[config.mk]
export PLATFORM = sky130hd
export DESIGN_NAME = two_pool_bitmap_id_allocator_unit_flat
export DESIGN_NICKNAME = d
export VERILOG_FILES = /design/src/rtl/tpba_pkg.sv /design/src/rtl/tpba_if.sv /design/src/rtl/tpba_pool.sv /design/src/rtl/tpba_datapath.sv /design/src/rtl/tpba_ctrl.sv /design/src/rtl/two_pool_bitmap_id_allocator_unit.sv /design/src/flat_wrapper.sv
export VERILOG_INCLUDE_DIRS = /design/src /design/src/rtl
export SDC_FILE = /design/constraint.sdc
export NUM_CORES = 1
export LEC_CHECK = 0
export BUFFER_PORTS_ARGS = -buffer_cell sky130_fd_sc_hd__buf_2
export CAP_MARGIN = 0
export CORE_UTILIZATION = 47
export CTS_CLUSTER_SIZE = 8
export DETAILED_ROUTE_END_ITERATION = 6
export GPL_TIMING_DRIVEN = 0
export PLACE_DENSITY = 0.71
export SLEW_MARGIN = 20
export SYNTH_ARGS = -nofsm -noshare
export SYNTH_HDL_FRONTEND = slang
export SYNTH_SLANG_ARGS = --single-unit
[constraint.sdc]
create_clock -name clk_i -period 3.7 [get_ports clk_i]
set_input_delay 0.925 -clock clk_i [delete_from_list [all_inputs] [get_ports clk_i]]
set_output_delay 0.925 -clock clk_i [all_outputs]
set_load 0.005 [all_outputs]
[src/rtl/two_pool_bitmap_id_allocator_unit_assert.svh]
// ----------------------------------------------------------------------------
// Assertion macros for the two-pool id allocator
// Concurrent checks, clocked on clk_i and disabled while rst_ni is low.
// ----------------------------------------------------------------------------
`ifndef TWO_POOL_BITMAP_ID_ALLOCATOR_UNIT_ASSERT_SVH
`define TWO_POOL_BITMAP_ID_ALLOCATOR_UNIT_ASSERT_SVH
`ifndef NO_ASSERTIONS
`define TPBA_ASSERT_NEVER(lbl, expr) \
  lbl: assert property (@(posedge clk_i) disable iff (!rst_ni) !(expr)) \
    else $error("tpba assertion failed");
`define TPBA_ASSERT_IMPL(lbl, ante, cons) \
  lbl: assert property (@(posedge clk_i) disable iff (!rst_ni) (ante) |-> (cons)) \
    else $error("tpba assertion failed");
`define TPBA_ASSERT_NEXT(lbl, ante, cons) \
  lbl: assert property (@(posedge clk_i) disable iff (!rst_ni) (ante) |=> (cons)) \
    else $error("tpba assertion failed");
`else
`define TPBA_ASSERT_NEVER(lbl, expr)
`define TPBA_ASSERT_IMPL(lbl, ante, cons)
`define TPBA_ASSERT_NEXT(lbl, ante, cons)
`endif
`endif

[src/rtl/tpba_pkg.sv]
// ----------------------------------------------------------------------------
// Two-pool id allocator package
// Shared codes, widths and control structures.
// ----------------------------------------------------------------------------
package tpba_pkg;

  localparam int unsigned ID_W    = 16;
  localparam int unsigned BASE_W  = 15;
  localparam int unsigned CMD_W   = 2;
  localparam int unsigned CFG_IDX_W = 2;

  typedef enum logic [CMD_W-1:0] {
    CMD_DEVICE_ID = 2'd0,
    CMD_ALLOC     = 2'd1,
    CMD_FREE      = 2'd2
  } cmd_e;

  typedef enum logic [1:0] {
    ST_OK      = 2'd0,
    ST_FULL    = 2'd1,
    ST_NOT_REG = 2'd2,
    ST_RANGE   = 2'd3
  } status_e;

  localparam logic [CFG_IDX_W-1:0] CFG_COMMON_BASE  = 2'd0;
  localparam logic [CFG_IDX_W-1:0] CFG_SPECIAL_BASE = 2'd1;

  localparam logic [BASE_W-1:0] COMMON_BASE_RST  = 15'd1;
  localparam logic [BASE_W-1:0] SPECIAL_BASE_RST = 15'd256;

  typedef struct packed {
    logic load_req;
    logic execute;
  } ctrl_cmd_t;

  typedef struct packed {
    logic out_free;
  } dp_status_t;

  typedef struct packed {
    logic alloc_en;
    logic free_en;
  } pool_cmd_t;

endpackage

[src/rtl/tpba_if.sv]
// ----------------------------------------------------------------------------
// Two-pool id allocator channels
// Request, response and configuration write channels with valid/ready.
// ----------------------------------------------------------------------------
interface tpba_req_if;
  logic                        valid;
  logic                        ready;
  logic [tpba_pkg::CMD_W-1:0]  cmd;
  logic                        pool_select;
  logic [tpba_pkg::ID_W-1:0]   release_id;

  modport source (output valid, cmd, pool_select, release_id, input ready);
  modport sink (input valid, cmd, pool_select, release_id, output ready);
endinterface

interface tpba_rsp_if;
  logic                      valid;
  logic                      ready;
  logic [tpba_pkg::ID_W-1:0] result_id;
  logic [1:0]                status;

  modport source (output valid, result_id, status, input ready);
  modport sink (input valid, result_id, status, output ready);
endinterface

interface tpba_cfg_if;
  logic                            valid;
  logic                            ready;
  logic [tpba_pkg::CFG_IDX_W-1:0]  index;
  logic [tpba_pkg::BASE_W-1:0]     data;

  modport source (output valid, index, data, input ready);
  modport sink (input valid, index, data, output ready);
endinterface

[src/rtl/tpba_pool.sv]
// ----------------------------------------------------------------------------
// Id pool
// Free bitmap with a lowest-free-slot encoder and a release range check.
// ----------------------------------------------------------------------------
module tpba_pool #(
  parameter int unsigned SLOTS = 32
) (
  input  logic                          clk_i,
  input  logic                          rst_ni,
  input  tpba_pkg::pool_cmd_t           cmd_i,
  input  logic [tpba_pkg::BASE_W-1:0]   base_i,
  input  logic [tpba_pkg::ID_W-1:0]     rid_i,
  output logic                          found_o,
  output logic [tpba_pkg::ID_W-1:0]     alloc_id_o,
  output tpba_pkg::status_e             free_status_o
);

  localparam int unsigned IW = (SLOTS > 1) ? $clog2(SLOTS) : 1;
  localparam int unsigned OW = tpba_pkg::ID_W + 1;

  logic [SLOTS-1:0] map_q, map_d;
  logic [IW-1:0]    slot;
  logic [OW-1:0]    off;
  logic [IW-1:0]    off_idx;
  logic             below;
  logic             in_range;
  logic             used;

  always_comb begin
    found_o = 1'b0;
    slot    = '0;
    for (int i = SLOTS - 1; i >= 0; i--) begin
      if (map_q[i]) begin
        found_o = 1'b1;
        slot    = IW'(i);
      end
    end
  end

  assign alloc_id_o = {1'b0, base_i} + tpba_pkg::ID_W'(slot);

  assign below    = rid_i < {1'b0, base_i};
  assign off      = {1'b0, rid_i} - {2'b00, base_i};
  assign in_range = !below && (off < OW'(SLOTS));
  assign off_idx  = off[IW-1:0];
  assign used     = in_range && !map_q[off_idx];

  always_comb begin
    if (!in_range) begin
      free_status_o = tpba_pkg::ST_RANGE;
    end else if (!used) begin
      free_status_o = tpba_pkg::ST_NOT_REG;
    end else begin
      free_status_o = tpba_pkg::ST_OK;
    end
  end

  always_comb begin
    map_d = map_q;
    if (cmd_i.alloc_en && found_o) begin
      map_d[slot] = 1'b0;
    end
    if (cmd_i.free_en && used) begin
      map_d[off_idx] = 1'b1;
    end
  end

  always_ff @(posedge clk_i or negedge rst_ni) begin
    if (!rst_ni) begin
      map_q <= '1;
    end else begin
      map_q <= map_d;
    end
  end

endmodule

[src/rtl/tpba_datapath.sv]
// ----------------------------------------------------------------------------
// Two-pool id allocator datapath
// Request register, base registers, device counter, pools and result register.
// ----------------------------------------------------------------------------
module tpba_datapath #(
  parameter int unsigned COMMON_SLOTS  = 32,
  parameter int unsigned SPECIAL_SLOTS = 32
) (
  input  logic                            clk_i,
  input  logic                            rst_ni,
  input  tpba_pkg::ctrl_cmd_t             ctrl_i,
  output tpba_pkg::dp_status_t            status_o,
  input  logic [tpba_pkg::CMD_W-1:0]      cmd_i,
  input  logic                            pool_select_i,
  input  logic [tpba_pkg::ID_W-1:0]       release_id_i,
  input  logic                            cfg_we_i,
  input  logic [tpba_pkg::CFG_IDX_W-1:0]  cfg_index_i,
  input  logic [tpba_pkg::BASE_W-1:0]     cfg_data_i,
  output logic                            out_valid_o,
  input  logic                            out_ready_i,
  output logic [tpba_pkg::ID_W-1:0]       result_id_o,
  output logic [1:0]                      status_res_o
);

  logic [tpba_pkg::CMD_W-1:0]  cmd_q;
  logic                        pool_q;
  logic [tpba_pkg::ID_W-1:0]   rid_q;
  logic [tpba_pkg::BASE_W-1:0] common_base_q, special_base_q;
  logic [tpba_pkg::ID_W-1:0]   dev_cnt_q, dev_cnt_d;
  logic                        out_valid_q, out_valid_d;
  logic [tpba_pkg::ID_W-1:0]   result_id_q, result_id_d;
  tpba_pkg::status_e           status_q, status_d;

  tpba_pkg::pool_cmd_t         common_cmd, special_cmd;
  logic                        common_found, special_found;
  logic [tpba_pkg::ID_W-1:0]   common_id, special_id;
  tpba_pkg::status_e           common_free_st, special_free_st;
  logic                        is_alloc, is_free;

  assign is_alloc = ctrl_i.execute && (cmd_q == tpba_pkg::CMD_ALLOC);
  assign is_free  = ctrl_i.execute && (cmd_q == tpba_pkg::CMD_FREE);

  assign common_cmd.alloc_en  = is_alloc && !pool_q;
  assign common_cmd.free_en   = is_free && !pool_q;
  assign special_cmd.alloc_en = is_alloc && pool_q;
  assign special_cmd.free_en  = is_free && pool_q;

  tpba_pool #(.SLOTS(COMMON_SLOTS)) u_common (
    .clk_i         (clk_i),
    .rst_ni        (rst_ni),
    .cmd_i         (common_cmd),
    .base_i        (common_base_q),
    .rid_i         (rid_q),
    .found_o       (common_found),
    .alloc_id_o    (common_id),
    .free_status_o (common_free_st)
  );

  tpba_pool #(.SLOTS(SPECIAL_SLOTS)) u_special (
    .clk_i         (clk_i),
    .rst_ni        (rst_ni),
    .cmd_i         (special_cmd),
    .base_i        (special_base_q),
    .rid_i         (rid_q),
    .found_o       (special_found),
    .alloc_id_o    (special_id),
    .free_status_o (special_free_st)
  );

  always_comb begin
    dev_cnt_d   = dev_cnt_q;
    result_id_d = '0;
    status_d    = tpba_pkg::ST_OK;
    case (cmd_q)
      tpba_pkg::CMD_DEVICE_ID: begin
        result_id_d = dev_cnt_q;
        if (ctrl_i.execute) begin
          dev_cnt_d = dev_cnt_q + 16'd1;
        end
      end
      tpba_pkg::CMD_ALLOC: begin
        if (pool_q ? special_found : common_found) begin
          result_id_d = pool_q ? special_id : common_id;
        end else begin
          status_d = tpba_pkg::ST_FULL;
        end
      end
      tpba_pkg::CMD_FREE: begin
        status_d = pool_q ? special_free_st : common_free_st;
      end
      default: begin
        result_id_d = '0;
      end
    endcase
  end

  assign status_o.out_free = !out_valid_q || out_ready_i;

  always_comb begin
    out_valid_d = out_valid_q;
    if (ctrl_i.execute) begin
      out_valid_d = 1'b1;
    end else if (out_ready_i) begin
      out_valid_d = 1'b0;
    end
  end

  always_ff @(posedge clk_i or negedge rst_ni) begin
    if (!rst_ni) begin
      out_valid_q    <= 1'b0;
      dev_cnt_q      <= '0;
      common_base_q  <= tpba_pkg::COMMON_BASE_RST;
      special_base_q <= tpba_pkg::SPECIAL_BASE_RST;
    end else begin
      out_valid_q <= out_valid_d;
      dev_cnt_q   <= dev_cnt_d;
      if (cfg_we_i) begin
        unique case (cfg_index_i)
          tpba_pkg::CFG_COMMON_BASE:  common_base_q  <= cfg_data_i;
          tpba_pkg::CFG_SPECIAL_BASE: special_base_q <= cfg_data_i;
          default: begin
          end
        endcase
      end
    end
  end

  always_ff @(posedge clk_i) begin
    if (ctrl_i.load_req) begin
      cmd_q  <= cmd_i;
      pool_q <= pool_select_i;
      rid_q  <= release_id_i;
    end
    if (ctrl_i.execute) begin
      result_id_q <= result_id_d;
      status_q    <= status_d;
    end
  end

  assign out_valid_o  = out_valid_q;
  assign result_id_o  = result_id_q;
  assign status_res_o = status_q;

endmodule

[src/rtl/tpba_ctrl.sv]
// ----------------------------------------------------------------------------
// Two-pool id allocator controller
// Takes a request, then runs it once the result register can take a beat.
// ----------------------------------------------------------------------------
module tpba_ctrl (
  input  logic                  clk_i,
  input  logic                  rst_ni,
  input  logic                  in_valid_i,
  output logic                  in_ready_o,
  input  tpba_pkg::dp_status_t  status_i,
  output tpba_pkg::ctrl_cmd_t   ctrl_o
);

  typedef enum logic [1:0] {
    S_IDLE = 2'b01,
    S_EXEC = 2'b10
  } state_e;

  state_e state_q, state_d;

  always_comb begin
    state_d          = state_q;
    in_ready_o       = 1'b0;
    ctrl_o.load_req  = 1'b0;
    ctrl_o.execute   = 1'b0;
    unique case (state_q)
      S_IDLE: begin
        in_ready_o      = 1'b1;
        ctrl_o.load_req = in_valid_i;
        if (in_valid_i) begin
          state_d = S_EXEC;
        end
      end
      S_EXEC: begin
        if (status_i.out_free) begin
          ctrl_o.execute = 1'b1;
          state_d        = S_IDLE;
        end
      end
      default: begin
        state_d = S_IDLE;
      end
    endcase
  end

  always_ff @(posedge clk_i or negedge rst_ni) begin
    if (!rst_ni) begin
      state_q <= S_IDLE;
    end else begin
      state_q <= state_d;
    end
  end

endmodule

[src/rtl/two_pool_bitmap_id_allocator_unit.sv]
// ----------------------------------------------------------------------------
// Two-pool bitmap id allocator
// A request beat is first registered; then an allocation runs through the
// lowest-free-slot encoder of the chosen pool, a free through its range check
// or a device-id request through the device counter, and the result register
// is loaded. A new request is taken only once the last one has run. The
// execute step waits only while the result register still holds a beat that
// has not been taken. The next request is accepted while a finished result
// waits. Base registers go through the cfg channel, which is always ready.
// ----------------------------------------------------------------------------
`include "two_pool_bitmap_id_allocator_unit_assert.svh"

module two_pool_bitmap_id_allocator_unit #(
  parameter int unsigned COMMON_SLOTS  = 32,
  parameter int unsigned SPECIAL_SLOTS = 32
) (
  input  logic        clk_i,
  input  logic        rst_ni,
  tpba_req_if.sink    req,
  tpba_rsp_if.source  rsp,
  tpba_cfg_if.sink    cfg
);

  tpba_pkg::ctrl_cmd_t  ctrl;
  tpba_pkg::dp_status_t dp_status;

  assign cfg.ready = 1'b1;

  tpba_ctrl u_ctrl (
    .clk_i      (clk_i),
    .rst_ni     (rst_ni),
    .in_valid_i (req.valid),
    .in_ready_o (req.ready),
    .status_i   (dp_status),
    .ctrl_o     (ctrl)
  );

  tpba_datapath #(
    .COMMON_SLOTS  (COMMON_SLOTS),
    .SPECIAL_SLOTS (SPECIAL_SLOTS)
  ) u_datapath (
    .clk_i         (clk_i),
    .rst_ni        (rst_ni),
    .ctrl_i        (ctrl),
    .status_o      (dp_status),
    .cmd_i         (req.cmd),
    .pool_select_i (req.pool_select),
    .release_id_i  (req.release_id),
    .cfg_we_i      (cfg.valid),
    .cfg_index_i   (cfg.index),
    .cfg_data_i    (cfg.data),
    .out_valid_o   (rsp.valid),
    .out_ready_i   (rsp.ready),
    .result_id_o   (rsp.result_id),
    .status_res_o  (rsp.status)
  );

  `TPBA_ASSERT_NEXT(a_one_req_in_flight, req.valid && req.ready, !req.ready)
  `TPBA_ASSERT_IMPL(a_result_follows_req, $rose(rsp.valid), $past(!req.ready))
  `TPBA_ASSERT_NEVER(a_full_gives_zero,
    rsp.valid && (rsp.status == tpba_pkg::ST_FULL) && (rsp.result_id != '0))

endmodule
[src/flat_wrapper.sv]
// flat-port wrapper written by rule: the top's interface ports become plain ports
module two_pool_bitmap_id_allocator_unit_flat 
#(
  parameter int unsigned COMMON_SLOTS  = 32,
  parameter int unsigned SPECIAL_SLOTS = 32
)
  (clk_i, rst_ni, req_valid, req_cmd, req_pool_select, req_release_id, req_ready, rsp_valid, rsp_result_id, rsp_status, rsp_ready, cfg_valid, cfg_index, cfg_data, cfg_ready);
  tpba_req_if req_i ();
  tpba_rsp_if rsp_i ();
  tpba_cfg_if cfg_i ();
  input  logic clk_i;
  input  logic rst_ni;
  input wire logic [$bits(req_i.valid)-1:0] req_valid;
  input wire logic [$bits(req_i.cmd)-1:0] req_cmd;
  input wire logic [$bits(req_i.pool_select)-1:0] req_pool_select;
  input wire logic [$bits(req_i.release_id)-1:0] req_release_id;
  output wire logic [$bits(req_i.ready)-1:0] req_ready;
  output wire logic [$bits(rsp_i.valid)-1:0] rsp_valid;
  output wire logic [$bits(rsp_i.result_id)-1:0] rsp_result_id;
  output wire logic [$bits(rsp_i.status)-1:0] rsp_status;
  input wire logic [$bits(rsp_i.ready)-1:0] rsp_ready;
  input wire logic [$bits(cfg_i.valid)-1:0] cfg_valid;
  input wire logic [$bits(cfg_i.index)-1:0] cfg_index;
  input wire logic [$bits(cfg_i.data)-1:0] cfg_data;
  output wire logic [$bits(cfg_i.ready)-1:0] cfg_ready;
  assign req_i.valid = req_valid;
  assign req_i.cmd = req_cmd;
  assign req_i.pool_select = req_pool_select;
  assign req_i.release_id = req_release_id;
  assign req_ready = req_i.ready;
  assign rsp_valid = rsp_i.valid;
  assign rsp_result_id = rsp_i.result_id;
  assign rsp_status = rsp_i.status;
  assign rsp_i.ready = rsp_ready;
  assign cfg_i.valid = cfg_valid;
  assign cfg_i.index = cfg_index;
  assign cfg_i.data = cfg_data;
  assign cfg_ready = cfg_i.ready;
  two_pool_bitmap_id_allocator_unit #(.COMMON_SLOTS(COMMON_SLOTS), .SPECIAL_SLOTS(SPECIAL_SLOTS)) u_core (.clk_i(clk_i), .rst_ni(rst_ni), .req(req_i), .rsp(rsp_i), .cfg(cfg_i));
endmodule
==> run_results.csv, run 1 <==
group,metric,value,unit
status,status,"complete, no violations",
cells_and_area,area_growth,16.8,%
synthesis,synthArstFlopShare,75.3,%
detailed_routing,postRouteAntennaNets,0,
clock_tree,clock_sinks,150,
worst_setup_path,setup.worst_path.start,"u_core.u_datapath.u_special.map_q[27]$_DFF_PN1_",
die,die_area,22100,sq um
global_routing,grt_pass1_wl,44.3,mm
power,powerDensity,443,nW/um^2
placed_design,gp_congestion,0.948,
sta,report.final.slew_viol_count,0,
power,clockPowerShare,33.6,%
cells_and_area,layout_common_cells,"o21ai_0 (125), nand2_1 (74), nor2_1 (69)",
die,die_w,149,um
sta,worst_pin_slew,1.01,ns
worst_setup_path,worstSetupStartpointType,"register",
detailed_routing,vias,8965,
worst_setup_path,crit_path_end,"u_core.u_datapath.result_id_o[8]$_DFFE_PP_",
detailed_routing,drtIter0Drc,848,
clock_tree,cts.clk_slew.worst_paths,0.06,ns
cells_and_area,antenna_cells,0,
placed_design,port-buffer-count,60,
min_path,hp-class,"in2async",
clock_tree,cts_root_buffer,"clkbuf_16",
sta,min_period,3.69,ns
cells_and_area,postLayoutCoreUtil,56.1,%
die,die_y,149,um
sta,skew,0.0125,ns
clock_tree,cts_buffers,17,
detailed_routing,drc,0,
power,seq_power_share,36.9,%
detailed_routing,wl_per_cell,19.9,um
placed_design,post-dp-hpwl,20.8,mm
power,p_leak,4.61,nW
worst_setup_path,r2r_setup_slack,0.009,ns
worst_setup_path,reg2reg_to,"u_core.u_datapath.result_id_o[8]$_DFFE_PP_",
cells_and_area,seq_area,4020,sq um
power,vdd_drop_max,347,uV
global_routing,grt_max_degree,72,
sta,hold_ws,0.406,ns
global_routing,antenna_found_initial,0,
worst_setup_path,crit_fanout,7,
synthesis,synth-edff-count,37,
power,p_comb_share,29.4,%
synthesis,synthFlopType,"dfstp_2",
power,swShare,33.4,%
cells_and_area,fin_nets,1236,
worst_setup_path,critPathRequiredTime,3.87,ns
clock_tree,cts_tree,"done",
die,core_area,21000,sq um
job,cap_violations,0,
global_routing,grt_pass1_vias,8107,
power,p_int,3.48,mW
cells_and_area,mostFrequentLayoutCell,"o21ai_0",
synthesis,synth-seq-cells,150,
synthesis,syn-instance-count,1057,
die,rows,53,
synthesis,syn_nets,1144,
detailed_routing,dr.pass1.iters,6,
worst_setup_path,reg2reg_depth,17,
global_routing,globalRouteTotalUtil,26.2,%
synthesis,avgSynthCellArea,9.56,sq um
synthesis,synth_warnings,0,
sta,grt_setup_unrepaired,"yes",
sta,relSlewSlack,31.8,%
global_routing,grt_overflow,0,
cells_and_area,fillers,1820,
synthesis,seq_area_frac_synth,39.8,%
cells_and_area,multi_input_area,5990,sq um
worst_setup_path,criticalPathCategory,"reg2reg",
power,switchingPower,1.74,mW
die,io_pins,62,
die,start_util,48.1,%
detailed_routing,routed_wl,28.5,mm
worst_setup_path,cp.arrival,3.86,ns
synthesis,syn_area,10100,sq um
cells_and_area,drive_gt1_share,25.3,%
worst_setup_path,r2r-start,"u_core.u_datapath.u_special.map_q[27]$_DFF_PN1_",
sta,fin_crit_sh,99.8,%
sta,finalSetupViolations,0,
clock_tree,worst_skew_pair.late_latency,0.43,ns
synthesis,yosysUniqueCellTypes,89,
sta,fmax,271,MHz
clock_tree,h-tree-depth,4,
sta,hold_violations,0,
detailed_routing,vias_per_cell,6.24,
clock_tree,clockBufferDepth,2,
worst_setup_path,crit_path_end_kind,"register",
==> timing repair <==
action                                  CTS  global route
setup buffers                             6             7
gates resized for setup                  21            53
endpoints found under the setup margin   20            56
hold endpoints to repair                  0             0
hold buffers                              0             0
pin swaps                                 7            25
cloned                                    0             0
==> routing by layer <==
metal	vias to the layer above	GRT usage [%]	part of all wire (%)
met1	4272	37.7	44
met5	-	0	0
met2	475	38.9	45
met3	50	6.04	8.5
met4	0	7.99	1.9
li1	4168	-	-
==> stage by stage <==
stage	instances	setup WS, ns	area (sq um)	power [mW]	TNS [ns]
floorplan	1057	0.0873	10100	3.01	0
global placement	1392	-0.712	10700	3.37	-7.62
detailed placement	1393	-0.876	10800	3.40	-8.40
CTS	1431	-0.0169	11500	5.17	-0.0360
global route	1437	-0.150	11800	5.47	-0.685
finish	1437	0.00866	11800	5.22	0
==> synth_stat cells, drive strengths merged (23+ instances only) <==
library cell  count  area share (%)
nor3             23             1.1
dfstp            67              17
dfrtp            46              11
o31ai            44             3.3
xnor2            43             3.8
inv              67             2.5
nor2             74             2.8
nand3            24             1.2
o21ai           138             6.8
a21oi            50             2.5
ha               42             5.2
edfxtp           37              11
nand2            74             2.7
==> final cells by class <==
type	count	share of cell area [%]
inverter	68	2.21
clock inverter	13	1.21
tap	275	2.92
sequential	150	34.1
buffer	32	1.29
timing repair buffer	74	3.69
clock buffer	19	3.85
multi-input combinational	806	50.7
==> state kept, by name, summed over array words and instances, names as in the netlist <==
register,flops
u_core.u_datapath.status_res_o,2
u_core.u_datapath.special_base_q,15
u_core.u_datapath.u_special.map_q,32
u_core.u_datapath.pool_q,1
u_core.u_datapath.result_id_o,16
u_core.u_datapath.out_valid_o,1
u_core.u_ctrl.state_q,2
u_core.u_datapath.u_common.map_q,32
u_core.u_datapath.rid_q,16
u_core.u_datapath.common_base_q,15
u_core.u_datapath.dev_cnt_q,16
u_core.u_datapath.cmd_q,2
==> worst min-delay path by stage <==
stage | to | slack, ns | cells after the start
floorplan | u_core.u_datapath.dev_cnt_q[15]$_DFFE_PN0P_ | 0.44 | 1
global placement | u_core.u_datapath.dev_cnt_q[15]$_DFFE_PN0P_ | 0.48 | 1
detailed placement | u_core.u_datapath.dev_cnt_q[14]$_DFFE_PN0P_ | 0.49 | 1
CTS | u_core.u_datapath.dev_cnt_q[10]$_DFFE_PN0P_ | 0.41 | 1
global route | u_core.u_datapath.dev_cnt_q[12]$_DFFE_PN0P_ | 0.43 | 1
finish | u_core.u_datapath.dev_cnt_q[12]$_DFFE_PN0P_ | 0.41 | 1
==> cell families (layout without fill, tap and decap cells) <==
family	after synthesis	count (layout)	share of synthesized area [%]
AOI/OAI and AO/OA	335	335	21.5
xor gates and xnor gates	53	53	4.67
adders and majority gates	47	47	6.09
buffers and inverters	101	206	4.01
DFF	150	150	39.8
muxes	47	47	7.12
other	1	1	0.0371
and+or+nand+nor	323	323	16.7
==> power groups by stage <==
stage | Sequential, mW | Clock, mW | Combinational, mW
CTS | 1.92 | 1.79 | 1.46
floorplan | 1.92 | 0 | 1.09
detailed placement | 1.95 | 0 | 1.45
global route | 1.94 | 1.85 | 1.68
global placement | 1.95 | 0 | 1.42
finish | 1.93 | 1.76 | 1.54
==> critical path: stages (launching register included) <==
cell and delay, ns:
dfstp_2 0.62, nor2b_4 0.06, a2111oi_4 0.36, nor2_2 0.08, o2111ai_2 0.24, o211ai_1 0.20
inv_1 0.10, ha_2 0.18, inv_2 0.04, fa_2 0.35, inv_2 0.06, a21oi_2 0.05
a311oi_2 0.37, a211oi_4 0.16, nor2_2 0.12, xnor2_1 0.12, nor2_1 0.05, a221o_1 0.28
(Power assumes the default switching activity.)
==> run 2: changes to the inputs <==
Settings changed: CELL_PAD_IN_SITES_DETAIL_PLACEMENT set to 0, CELL_PAD_IN_SITES_GLOBAL_PLACEMENT set to 1, CORE_UTILIZATION 47 to 44, MAX_ROUTING_LAYER set to met4, PLACE_DENSITY 0.71 to 0.82.
==> run_results.csv, run 2 (synthesis gave the netlist of run 1 again) <==
group,metric,value,unit
cells_and_area,drive_gt1_share,25.3,%
detailed_routing,drc,0,
power,p_leak,4.60,nW
clock_tree,worst_skew_pair.late_latency,0.44,ns
placed_design,post-dp-hpwl,21.3,mm
sta,relSlewSlack,30.3,%
worst_setup_path,r2r-start,"u_core.u_datapath.u_special.map_q[31]$_DFF_PN1_",
detailed_routing,dr.pass1.iters,5,
detailed_routing,wl_met1,13.2,mm
worst_setup_path,cp.arrival,3.88,ns
die,io_pins,62,
worst_setup_path,crit_fanout,6,
sta,skew,0.0172,ns
clock_tree,h-tree-depth,4,
detailed_routing,vias_per_cell,6.06,
cells_and_area,antenna_cells,0,
global_routing,globalRouteTotalUtil,25.7,%
die,core_area,22600,sq um
global_routing,grt_overflow,0,
sta,grt_setup_unrepaired,"yes",
worst_setup_path,reg2reg_depth,18,
sta,fmax,270,MHz
min_path,hp-class,"in2async",
die,die_area,23600,sq um
job,cap_violations,0,
worst_setup_path,slowest_stage,"dfstp_2",
clock_tree,postCtsHoldBufs,0,
cells_and_area,layout_common_cells,"o21ai_0 (123), nand2_1 (73), nor2_1 (70)",
cells_and_area,area_growth,16.7,%
cells_and_area,stdcell_area,11800,sq um
die,die_y,154,um
detailed_routing,dr_wl_met2,12.9,mm
sta,min_period,3.70,ns
sta,final.setup.tns,0,ns
placed_design,dpl_cell_area,10800,sq um
clock_tree,cts_buffers,17,
worst_setup_path,critPathRequiredTime,3.88,ns
worst_setup_path,crit_path_end_kind,"register",
sta,report.final.slew_viol_count,0,
sta,hold_violations,0,
worst_setup_path,reg2reg_to,"u_core.u_datapath.result_id_o[8]$_DFFE_PP_",
sta,fin_crit_sh,99.9,%
detailed_routing,wl_per_cell,19.9,um
die,rows,55,
clock_tree,cts.clk_slew.worst_paths,0.07,ns
clock_tree,cts_root_buffer,"clkbuf_16",
worst_setup_path,path_cells,"nand2b_4 -> a2111oi_4 -> nor2_2 -> o2111ai_2 -> o211ai_1 -> inv_1 -> ha_2 -> inv_2 -> fa_2 -> inv_2 -> a21oi_2 -> a311oi_2 -> buf_4 -> a211oi_4 -> nor2_1 -> xnor2_1 -> nor2_1 -> a221o_1",
placed_design,port-buffer-count,60,
cells_and_area,mostFrequentLayoutCell,"o21ai_0",
detailed_routing,postRouteAntennaNets,0,
worst_setup_path,worstSetupStartpointType,"register",
global_routing,grt_pass1_vias,8204,
global_routing,antenna_found_initial,0,
global_routing,grt_pass1_wl,45.3,mm
worst_setup_path,criticalPathCategory,"reg2reg",
detailed_routing,met3_wirelength,2.02,mm
worst_setup_path,critPathMaxStageDelay,0.59,ns
die,start_util,44.8,%
power,vdd_drop_max,254,uV
detailed_routing,drtIter0Drc,898,
clock_tree,cts_tree,"done",
sta,finalSetupViolations,0,
sta,worst_pin_slew,1.03,ns
detailed_routing,highest_layer,"met4",
cells_and_area,fin_nets,1242,
die,die_w,154,um
detailed_routing,routed_wl,28.9,mm
status,status,"complete, no violations",
global_routing,grt_max_degree,73,
detailed_routing,vias,8801,
worst_setup_path,r2r_setup_slack,0.002,ns
power,powerDensity,444,nW/um^2
placed_design,gp_congestion,0.955,
cells_and_area,top_regs,"u_core.u_datapath.u_common.map_q: 32 flops, u_core.u_datapath.u_special.map_q: 32 flops",
clock_tree,clockBufferDepth,2,
clock_tree,clock_sinks,150,
==> run 2: cell type report <==
class | instances | area, sq um
multi-input combinational | 806 | 5930
inverter | 68 | 260
fill | 2066 | 10800
sequential | 150 | 4020
tap | 285 | 357
clock inverter | 15 | 160
clock buffer | 17 | 425
buffer | 32 | 153
timing repair buffer | 80 | 484
==> run 2: worst max path at each step <==
stage	startpoint	to	cells after the start
final	u_core.u_datapath.u_special.map_q[31]$_DFF_PN1_	u_core.u_datapath.result_id_o[8]$_DFFE_PP_	18
after global routing	u_core.u_datapath.u_special.map_q[31]$_DFF_PN1_	u_core.u_datapath.result_id_o[8]$_DFFE_PP_	18
after CTS	u_core.u_datapath.u_common.map_q[25]$_DFF_PN1_	u_core.u_datapath.result_id_o[13]$_DFFE_PP_	14
after detailed placement	u_core.u_datapath.u_common.map_q[24]$_DFF_PN1_	u_core.u_datapath.result_id_o[8]$_DFFE_PP_	16
after global placement	u_core.u_datapath.u_common.map_q[24]$_DFF_PN1_	u_core.u_datapath.result_id_o[8]$_DFFE_PP_	16
after floorplan	u_core.u_datapath.u_common.map_q[24]$_DFF_PN1_	u_core.u_datapath.result_id_o[8]$_DFFE_PP_	16
==> run 2: power breakdown <==
| part | total, mW | internal (mW) | switching [mW] | leakage (nW) |
|---|---|---|---|---|
| Sequential | 1.93 | 1.82 | 0.106 | 1.62 |
| Clock | 1.78 | 0.961 | 0.820 | 0.284 |
| Combinational | 1.53 | 0.618 | 0.908 | 2.69 |
| Total | 5.23 | 3.40 | 1.83 | 4.60 |
==> run 2: critical path: cells and delay by family (launching register included) <==
kind | cells | cell delay, ns
AOI/OAI and AO/OA | 7 | 1.45
DFF | 1 | 0.59
adders and majority gates | 2 | 0.57
buffers and inverters | 4 | 0.37
and+or+nand+nor | 4 | 0.35
xor gates and xnor gates | 1 | 0.12
==> run 2: stage by stage <==
stage                     total power, mW  util [%]  setup slack, ns  std cells  hold slack [ns]
final                                5.23      52.2          0.00204       1453            0.394
after global routing                 5.49      52.2           -0.146       1453            0.403
after CTS                            5.20      51.0        0.0000155       1441            0.404
after detailed placement             3.41      47.8           -0.947       1403            0.490
after global placement               3.40      47.7           -0.852       1402            0.487
after floorplan                      3.01         -           0.0873       1057            0.443
==> run 2: repair_timing <==
action	CTS	global route
setup buffers	6	13
endpoints found under the setup margin	60	60
resized for setup	21	46
pin swaps	8	26
cloned	0	0
==> run 2: metal layers <==
layer,vias up,GRT usage [%]
met5,-,-
met2,339,37.0
li1,4163,-
met3,62,5.21
met4,0,8.62
met1,4237,35.9
==> run 3: changes to the inputs <==
--- a/config.mk
+++ b/config.mk
@@ -17,3 +17,3 @@
 export MAX_ROUTING_LAYER = met4
-export PLACE_DENSITY = 0.82
+export PLACE_DENSITY = 0.81
 export SLEW_MARGIN = 20
@@ -21,2 +21,3 @@
 export SYNTH_HDL_FRONTEND = slang
+export SYNTH_HIERARCHICAL = 1
 export SYNTH_SLANG_ARGS = --single-unit
==> constraint.sdc (replaced) <==
create_clock -name clk_i -period 3.7 [get_ports clk_i]
set_input_delay 0.555 -clock clk_i [delete_from_list [all_inputs] [get_ports clk_i]]
set_output_delay 0.555 -clock clk_i [all_outputs]
set_load 0.005 [all_outputs]
==> run_results.csv, run 3 <==
group,metric,value,unit
status,status,"finished with violations",
status,violations,"negative setup slack",
sta,relSlewSlack,44.8,%
clock_tree,cts_tree,"done",
synthesis,synthFlopType,"dfstp_2",
die,die_area,23600,sq um
job,cap_violations,0,
detailed_routing,postRouteAntennaNets,0,
placed_design,post-dp-hpwl,21.2,mm
global_routing,grt_pass1_wl,45.6,mm
detailed_routing,vias_per_cell,6.01,
worst_setup_path,r2r_setup_slack,-0.19,ns
placed_design,placed_cells,1391,
die,io_pins,62,
sta,worst_pin_slew,0.822,ns
worst_setup_path,critPathRequiredTime,3.89,ns
detailed_routing,vias,8678,
detailed_routing,drtIter0Drc,828,
detailed_routing,wl_per_cell,20.0,um
synthesis,yosys-top-cells-count,"o21ai_0 (93), nand2_1 (86), inv_1 (71)",
worst_setup_path,cp.arrival,4.08,ns
cells_and_area,drive_gt1_share,29.1,%
power,vdd_drop_max,305,uV
global_routing,grt_overflow,0,
worst_setup_path,criticalPathCategory,"reg2reg",
sta,min_period,3.89,ns
worst_setup_path,slowest_stage,"a221o_2",
power,p_total,5.60,mW
worst_setup_path,worstSetupStartpointType,"register",
worst_setup_path,crit_buf_inv,2,
worst_setup_path,reg2reg_depth,18,
min_path,hp-class,"in2async",
sta,fmax,257,MHz
power,p_leak,4.77,nW
cells_and_area,top_regs,"u_core/u_datapath/u_common/map_q: 32 flops, u_core/u_datapath/u_special/map_q: 32 flops",
die,die_w,154,um
clock_tree,clockBufferDepth,2,
clock_tree,clock_sinks,150,
cells_and_area,mostFrequentLayoutCell,"o21ai_0",
cells_and_area,stdcell_area,11900,sq um
worst_setup_path,path_cells,"or3_4 -> a221oi_2 -> o21ai_1 -> a221o_1 -> a221o_2 -> clkinv_4 -> ha_4 -> inv_2 -> fa_2 -> nor2b_1 -> o21a_1 -> o21ai_2 -> a21oi_4 -> nand2_2 -> nor3_4 -> xnor2_1 -> mux2i_1 -> o21ai_1",
synthesis,syn_nets,1133,
clock_tree,h-tree-depth,4,
cells_and_area,final_cells,1445,
synthesis,synth.most_common_cell,"o21ai_0",
synthesis,syn-instance-count,1045,
clock_tree,postCtsHoldBufs,0,
synthesis,seq_area_frac_synth,39.8,%
sta,grt_setup_unrepaired,"yes",
sta,finalWorstSetupSlack,-0.191,ns
worst_setup_path,r2r-start,"u_core/u_datapath/u_special/map_q[20]$_DFF_PN1_",
placed_design,dpl_cell_area,10800,sq um
die,rows,55,
synthesis,synth_top_area_cell,"dfstp_2",
synthesis,ys_top_cells_by_area,"dfstp_2 (17%), dfrtp_1 (11%), edfxtp_1 (11%)",
sta,hold_violations,0,
synthesis,avgSynthCellArea,9.68,sq um
worst_setup_path,reg2reg_to,"u_core/u_datapath/result_id_o[12]$_DFFE_PP_",
placed_design,gp_congestion,0.962,
synthesis,yosysUniqueCellTypes,78,
placed_design,port-buffer-count,60,
cells_and_area,postLayoutCoreUtil,52.9,%
synthesis,synthArstFlopShare,75.3,%
detailed_routing,routed_wl,28.9,mm
synthesis,synth-seq-cells,150,
sta,report.final.slew_viol_count,0,
cells_and_area,area_growth,18.1,%
detailed_routing,dr.pass1.iters,6,
worst_setup_path,path_common_cell,"o21ai_1",
die,core_area,22600,sq um
die,start_util,44.8,%
sta,fin_crit_sh,105,%
global_routing,grt_pass1_vias,8513,
worst_setup_path,path_delay_family,"compound AO/OA/AOI/OAI gates",
sta,skew,0.0196,ns
cells_and_area,layout_common_cells,"o21ai_0 (87), nand2_1 (84), buf_2 (75)",
worst_setup_path,critical_path_depth,18,
worst_setup_path,crit_path_end_kind,"register",
synthesis,synth.top_cell.area_share,17.4,%
global_routing,globalRouteTotalUtil,25.8,%
cells_and_area,fin_nets,1234,
synthesis,synth-edff-count,37,
clock_tree,cts_root_buffer,"clkbuf_16",
power,powerDensity,469,nW/um^2
detailed_routing,drc,0,
global_routing,grt_max_degree,65,
clock_tree,worst_skew_pair.late_latency,0.44,ns
worst_setup_path,crit_fanout,4,
global_routing,antenna_found_initial,1,
synthesis,synth_warnings,6,
sta,finalSetupViolations,7,
clock_tree,cts.clk_slew.worst_paths,0.08,ns
worst_setup_path,critPathMaxStageDelay,0.43,ns
synthesis,syn_area,10100,sq um
clock_tree,cts_buffers,17,
die,die_y,154,um
-- run 3: cell types whose count changed in the layout (fill, tap and decap cells not counted), moves of 9 or more --
cell | before | now
o21ai_0 | 123 | 87
nand4_1 | 15 | 6
buf_2 | 62 | 75
a21oi_1 | 47 | 28
mux2i_1 | 10 | 20
clkbuf_1 | 18 | 2
o21ai_1 | 13 | 47
mux2_2 | 19 | 34
nand2_1 | 73 | 84
-- run 3: report_power, final --
group | switching (mW) | total, mW | leakage (nW) | internal (mW)
clock | 0.830 | 1.81 | 0.303 | 0.984
sequential | 0.121 | 1.95 | 1.61 | 1.83
combinational | 1.07 | 1.84 | 2.85 | 0.766
-- run 3: worst max-delay path by stage --
stage / to / slack [ns] / from
4_1_cts: u_core/u_datapath/result_id_o[14]$_DFFE_PP_ / -0.20 / u_core/u_datapath/u_special/map_q[31]$_DFF_PN1_
3_3_place_gp: u_core/u_datapath/result_id_o[12]$_DFFE_PP_ / -0.86 / u_core/u_datapath/u_special/map_q[27]$_DFF_PN1_
6_report: u_core/u_datapath/result_id_o[12]$_DFFE_PP_ / -0.19 / u_core/u_datapath/u_special/map_q[20]$_DFF_PN1_
5_1_grt: u_core/u_datapath/result_id_o[12]$_DFFE_PP_ / -0.35 / u_core/u_datapath/u_special/map_q[20]$_DFF_PN1_
3_5_place_dp: u_core/u_datapath/result_id_o[12]$_DFFE_PP_ / -0.77 / u_core/u_datapath/u_special/map_q[27]$_DFF_PN1_
2_1_floorplan: u_core/u_datapath/result_id_o[12]$_DFFE_PP_ / 0.02 / u_core/u_datapath/u_special/map_q[16]$_DFF_PN1_
-- run 3: cell families (layout without fill, tap and decap cells) --
group	Yosys count	count (layout)	synth area share, %
AO/OA/AOI/OAI	276	276	16.8
AND/OR/NAND/NOR	340	340	18.0
XOR/XNOR	53	53	4.59
multiplexers	77	77	10.2
adder cells (fa/ha/maj)	51	51	6.56
flip-flops	150	150	39.8
other	1	2	0.0371
buffers and inverters	97	211	3.98
-- run 3: routing by layer --
| metal | global-route usage, % | vias up | part of all wire [%] |
|---|---|---|---|
| met5 | - | - | 0 |
| met4 | 11.8 | 0 | 3.8 |
| met3 | 3.58 | 69 | 5.9 |
| met2 | 40.6 | 366 | 47 |
| met1 | 32.9 | 4164 | 43 |
| li1 | - | 4079 | - |
-- run 3: layout make-up --
| class | count | area [sq um] |
|---|---|---|
| diodes | 1 | 2.50 |
| plain buffers | 23 | 139 |
| clock buffers | 17 | 425 |
| clock inverters | 15 | 204 |
| fillers | 2023 | 10600 |
| inverters | 72 | 275 |
| multi-input cells | 798 | 6010 |
| flip-flops and latches | 150 | 4020 |
| well taps | 285 | 357 |
| repair buffers | 84 | 510 |
-- run 3: per-stage QoR --
| stage | hold WS (ns) | setup TNS [ns] | worst slack, ns |
|---|---|---|---|
| after floorplan | 0.259 | 0 | 0.0191 |
| after global placement | 0.460 | -9.00 | -0.860 |
| after detailed placement | 0.468 | -8.17 | -0.774 |
| after CTS | 0.0683 | -0.965 | -0.203 |
| after global routing | 0.104 | -2.15 | -0.352 |
| final | 0.0573 | -0.679 | -0.191 |
-- run 3: what timing repair did --
action                     CTS  global route
setup endpoints to repair   34            43
setup buffers               14             9
resized for setup           35            44
pin swaps                   19            30
hold endpoints to repair     0             0
